## src/rtl/cts_pkg.sv

```systemverilog
// Shared types, constants and elaboration-time functions for the coordinate converter.
`default_nettype none
package cts_pkg;

   localparam int unsigned DATA_WIDTH = 32;
   localparam int unsigned GUARD_BITS = 26;
   localparam int unsigned WORK_W = 62;
   localparam int unsigned ANG_W = 64;
   localparam int unsigned SQ_W = 64;
   localparam int unsigned SQ_STAGES = 32;

   localparam logic signed [ANG_W-1:0] PI_Q60 = 64'sh3243F6A8885A308D;
   localparam logic signed [ANG_W-1:0] QUARTER_PI_Q60 = 64'sh0C90FDAA22168C23;
   localparam logic signed [31:0] PI_Q28 = 32'sd843314857;
   localparam logic signed [31:0] HALF_PI_Q28 = 32'sd421657428;
   localparam logic signed [ANG_W-1:0] ROUND_Q28 = 64'sh0000000080000000;

   typedef struct packed {
      logic signed [31:0] coord_x;
      logic signed [31:0] coord_y;
      logic signed [31:0] coord_z;
      logic signed [31:0] point_weight;
      logic last_in;
   } req_type;

   typedef struct packed {
      logic signed [31:0] azimuth;
      logic [30:0] polar_angle;
      logic signed [31:0] weight_out;
      logic degenerate;
      logic last_out;
   } rsp_type;

   typedef enum logic [2:0] {
      PHI_ZERO,
      PHI_PI,
      PHI_POS_HALF,
      PHI_NEG_HALF,
      PHI_CORDIC
   } phi_sel_type;

   typedef enum logic [1:0] {
      TH_ZERO,
      TH_PI,
      TH_HALF,
      TH_CORDIC
   } theta_sel_type;

   typedef struct packed {
      logic signed [WORK_W-1:0] a;
      logic signed [WORK_W-1:0] b;
      logic signed [ANG_W-1:0] ang;
   } cordic_type;

   typedef struct packed {
      logic [SQ_W-1:0] rem;
      logic [SQ_W-1:0] res;
   } sqrt_type;

   typedef struct packed {
      phi_sel_type phi_sel;
      theta_sel_type theta_sel;
      logic degenerate;
      logic last;
      logic signed [31:0] weight;
      logic signed [32:0] phi_a;
      logic signed [32:0] phi_b;
      logic x_neg;
      logic y_pos;
      logic signed [32:0] theta_a;
      logic z_neg;
   } meta_type;

   // Restoring division of constants; only ever evaluated at elaboration.
   function automatic logic [63:0] udiv_const(input logic [63:0] num, input logic [63:0] den);
      logic [64:0] r;
      logic [63:0] q;
      r = '0;
      q = '0;
      for (int b = 63; b >= 0; b--) begin
         r = {r[63:0], num[b]};
         if (r >= {1'b0, den}) begin
            r = r - {1'b0, den};
            q[b] = 1'b1;
         end
      end
      return q;
   endfunction

   // atan(2^-i) in Q3.60: pi/4 for i = 0, else from a truncated Taylor series.
   function automatic logic signed [63:0] atan_entry(input int unsigned i);
      logic signed [63:0] sum;
      logic [63:0] term;
      int unsigned p;
      sum = '0;
      if (i == 0) begin
         sum = QUARTER_PI_Q60;
      end else begin
         for (int unsigned k = 0; k < 64; k++) begin
            p = i * (2 * k + 1);
            if (p <= 60) begin
               term = udiv_const(64'd1 << (60 - p), 64'(2 * k + 1));
               if (k[0]) sum = sum - $signed(term);
               else sum = sum + $signed(term);
            end
         end
      end
      return sum;
   endfunction

endpackage
`default_nettype wire

```

## src/rtl/cts_cordic_stage.sv

```systemverilog
// One registered CORDIC vectoring iteration with a fixed shift and angle.
`default_nettype none
module cts_cordic_stage #(
   parameter int unsigned SHIFT = 0,
   parameter logic signed [63:0] ANGLE = 64'sd0
) (
   input  wire logic                clock,
   input  wire cts_pkg::cordic_type stage_data,
   output      cts_pkg::cordic_type stage_out
);
   import cts_pkg::*;

   cordic_type stage_ff, stage_in;
   logic signed [WORK_W-1:0] da, db;

   always_comb begin
      da = stage_data.b >>> SHIFT;
      db = stage_data.a >>> SHIFT;
      if (!stage_data.b[WORK_W-1]) begin
         stage_in.a = stage_data.a + da;
         stage_in.b = stage_data.b - db;
         stage_in.ang = stage_data.ang + ANGLE;
      end else begin
         stage_in.a = stage_data.a - da;
         stage_in.b = stage_data.b + db;
         stage_in.ang = stage_data.ang - ANGLE;
      end
   end

   always_ff @(posedge clock) begin
      stage_ff <= stage_in;
   end

   assign stage_out = stage_ff;

endmodule
`default_nettype wire

```

## config.mk

```make
export PLATFORM = sky130hd
export DESIGN_NAME = cts_cordic_stage
export DESIGN_NICKNAME = d
export VERILOG_FILES = /design/src/rtl/cts_pkg.sv /design/src/rtl/cts_cordic_stage.sv
export SDC_FILE = /design/constraint.sdc
export NUM_CORES = 1
export LEC_CHECK = 0
export BUFFER_PORTS_ARGS = -buffer_cell sky130_fd_sc_hd__buf_2
export CORE_ASPECT_RATIO = 1.2
export CORE_UTILIZATION = 34
export DETAILED_ROUTE_END_ITERATION = 8
export SLEW_MARGIN = 20
export SYNTH_ARGS = -nofsm -noshare
export SYNTH_HDL_FRONTEND = slang
export SYNTH_SLANG_ARGS = --single-unit
```

## constraint.sdc

```tcl
create_clock -name clock -period 5.1 [get_ports clock]
set_clock_uncertainty 0.15 [all_clocks]
set_input_delay 1.275 -clock clock [delete_from_list [all_inputs] [get_ports clock]]
set_output_delay 1.275 -clock clock [all_outputs]
set_load 0.1 [all_outputs]
```

After elaboration in Yosys (flattened, before gate mapping)
Cells that the tools add are included.
{"block": "word_totals", "register_bits": 188, "inputBits": 189, "out_inout_bits": 188, "word_cells": 7}
{"block": "classes", "addsub": 3, "muxes": 1}
{"operator": "2-to-1 mux 188 bit", "n": 1}
{"operator": "subtractor 62 bit", "n": 2}
{"operator": "adder 62 bit", "n": 1}

Depth between registers and ports, before layout
{"block": "logic_depth", "depth_word": 2, "depth_mapped": 14}

Least setup slack after synthesis
Ideal clock, no wire load.
{"block": "synth_path", "kind": "input port to flip-flop", "start": "in stage_data[126] (netlist name)", "end": "reg stage_ff (netlist bit stage_out[182])", "arrival_time_ns": 3.692, "required_ns": 4.821, "path_slack_ns": 1.129, "path_stages": 13, "path_cell_list": "inv_1 -> ha_1 -> fa_1 -> nand4b_1 -> a311o_1 -> a21boi_1 -> o211a_1 -> o21ai_1 -> a21oi_1 -> a21oi_1 -> nor4_1 -> o21ai_1 -> xnor2_1"}
{"element": "start: declaration", "line_no": "cts_cordic_stage.sv:8", "text": "input wire cts_pkg::cordic_type stage_data,"}
{"element": "end signal: assignment", "line_no": "cts_cordic_stage.sv:31", "text": "stage_ff <= stage_in;"}
{"element": "end: declaration", "line_no": "cts_cordic_stage.sv:13", "text": "cordic_type stage_ff, stage_in;"}

==> results.json <==
{
  "status": "completed",
  "core_area_mm2": 0.0452,
  "ys_dominant_reg_cell": "dfxtp_1",
  "synthToLayoutAreaGrowth_pct": 23.4,
  "hold_buffers": 0,
  "rsz0062_at_grt": "no",
  "h-tree-depth": 4,
  "die_width_um": 198,
  "numCtsBuffers": 17,
  "fin_setup_tns_ps": 0,
  "p_leak_nw": 9.14,
  "drt_iter0_markers": 1252,
  "grt_pass1_vias": 16400,
  "synth-edff-count": 0,
  "crit_slowest_cell": "a21oi_1",
  "sequentialPowerShare_pct": 25.0,
  "antenna_found_initial": 6,
  "clkSinkCount": 187,
  "worst_slew_pin_slew_ps": 1080,
  "p_int_w": 0.00329,
  "die_h_um": 238,
  "p_per_area_mw_per_mm2": 376,
  "layout_setup_ws_ps": 407,
  "final_cell_mix": "375 x buf_2, 270 x a21oi_1, 199 x ha_1, 188 x inv_1, 187 x dfxtp_1",
  "route.met2.wl_mm": 33.3,
  "place_ws_ps": 57.1,
  "yosysWarnings": 0,
  "drtPass1Iterations": 6,
  "grt_pass1_wl_mm": 97.9,
  "utilization_pct": 42.9,
  "relSlewSlack_pct": 28.2,
  "gr-total-overflow": 0,
  "critPathTopFamily": "compound AO/OA/AOI/OAI gates",
  "grt_max_degree": 139,
  "cp.required_ps": 5330,
  "crit_arrival_ps": 4920,
  "min_path_type": "in -> reg",
  "vias_per_cell": 5.46,
  "cts_tree": "built",
  "worstSetupEndpointType": "flop",
  "die_area_mm2": 0.0471,
  "routedWlPerCell_um": 21.6,
  "synth_area_mm2": 0.0157,
  "vias": 16700,
  "fp-row-count": 85,
  "slew_viol_final": 0,
  "yosysSeqAreaShare_pct": 23.8,
  "switching_share_pct": 54.9,
  "ios": 377,
  "numPortBuffers": 376,
  "wl_met3_mm": 3.59,
  "clkSlewWorstSetupHoldPaths_ps": 90,
  "async_flop_share_pct": 0,
  "finalSetupViolCount": 0,
  "start_util_pct": 34.8,
  "synth_cells": 2012,
  "fillCellCount": 4705,
  "power.clock.fraction_pct": 19.3,
  "path_cells": "buf_2 > inv_1 > ha_1 > fa_1 > nand4b_1 > a311o_1 > a21boi_1 > o211a_1 > o21ai_1 > a21oi_1 > a21oi_1 > nor4_1 > o21ai_1 > xnor2_1",
  "period_needed_ps": 4690,
  "cts_buffer_depth": 2,
  "highest_layer": "met5",
  "fmax_mhz": 213,
  "synth.avg_cell_area_um2": 7.81,
  "critPathMaxFanout": 4,
  "critPathBufInv": 2,
  "ir_drop_uv": 313,
  "post-route-period-util_pct": 92.0,
  "syn_nets": 2403,
  "postCtsSetupBuffers": 0,
  "route.detailed.drc": 0,
  "yosysUniqueCellTypes": 95,
  "dp_hpwl_mm": 54.6,
  "start_kind": "input pin",
  "ys_ff_latch": 187,
  "wirelength_mm": 66.0,
  "max-cap-violations": 0,
  "totalPowerFinal_w": 0.00729,
  "grt.total_usage_pct": 27.6,
  "slowest_delay_ps": 470,
  "final_common_cell": "buf_2",
  "place_congestion": 0.970,
  "nNetsFinal": 2819,
  "hold_viol": 0,
  "criticalPathCategory": "in -> reg",
  "ant_nets": 0,
  "drive_gt1_share_pct": 24.0,
  "power.switching_w": 0.00400,
  "cts_root_buf": "clkbuf_16",
  "wl_met1_mm": 25.8,
  "cts_resized": 0,
  "largest_reg_flops": 187,
  "p_comb_share_pct": 55.8
}
## synthesized netlist by cell type, types with 14 or more instances
master | n | area (um2)
a21oi_1 | 270 | 1350
ha_1 | 199 | 2490
inv_1 | 189 | 709
dfxtp_1 | 187 | 3740
nor2_1 | 148 | 556
o21ai_0 | 138 | 691
xnor2_1 | 113 | 990
nand2_1 | 95 | 357
o21bai_1 | 52 | 390
a21o_1 | 45 | 338
clkbuf_1 | 38 | 143
nor3_1 | 35 | 175
nand3_1 | 33 | 165
mux2i_1 | 29 | 290
nand4_1 | 29 | 181
buf_2 | 24 | 120
nor2b_1 | 24 | 150
o31ai_1 | 24 | 180
a211oi_1 | 22 | 165
o211ai_1 | 20 | 150
nor4_1 | 19 | 119
a31oi_1 | 16 | 100
o21ai_1 | 14 | 70.1
## layout make-up
type,instances,area (um2),area share (%)
repair buffers,485,2730,14.1
clock inverters,15,176,0.909
clock buffers,17,425,2.19
multi-input cells,1535,10800,55.6
diodes,4,10.0,0.0516
well taps,609,762,3.93
inverters,202,758,3.91
flip-flops and latches,187,3740,19.3
## routing by layer
layer / vias up / global-route usage [%]
li1: 7940 / -
met3: 158 / 3.31
met2: 779 / 49.8
met5: - / 0
met4: 2 / 15.1
met1: 7784 / 31.2
## worst paths after layout
| path | slack [ps] | cells past startpoint | endpoint | start |
|---|---|---|---|---|
| max | 410 | 14 | stage_out[182]$_DFF_P_ | stage_data[126] |
| min | 750 | 1 | stage_out[63]$_DFF_P_ | stage_data[63] |
## through the flow
step	cells	hold slack, ps	area [um2]
2_1_floorplan	2012	1150	15700
3_3_place_gp	3018	1230	18800
3_5_place_dp	3018	1230	18800
4_1_cts	3050	720	19400
5_1_grt	3053	727	19400
6_report	3054	750	19400
## cells by family (layout without fill, tap and decap cells)
| family | count (synthesis) | after routing | share of synthesized area (%) |
|---|---|---|---|
| XOR/XNOR | 117 | 117 | 6.52 |
| AND/OR/NAND/NOR | 456 | 456 | 14.3 |
| adder cells (fa/ha/maj) | 202 | 202 | 16.2 |
| buffers and inverters | 290 | 719 | 7.50 |
| flip-flops | 187 | 187 | 23.8 |
| AO/OA/AOI/OAI | 730 | 730 | 29.7 |
| multiplexers | 30 | 30 | 1.92 |
| other | 0 | 4 | 0 |
## power by group through the flow
stage               registers [W]  clock network (W)  logic (W)
floorplan                 0.00375                  0    0.00116
global placement          0.00186                  0    0.00404
detailed placement        0.00186                  0    0.00403
CTS                       0.00183            0.00145    0.00405
global route              0.00184            0.00151    0.00424
finish                    0.00182            0.00140    0.00406
(Power assumes the default switching activity.)
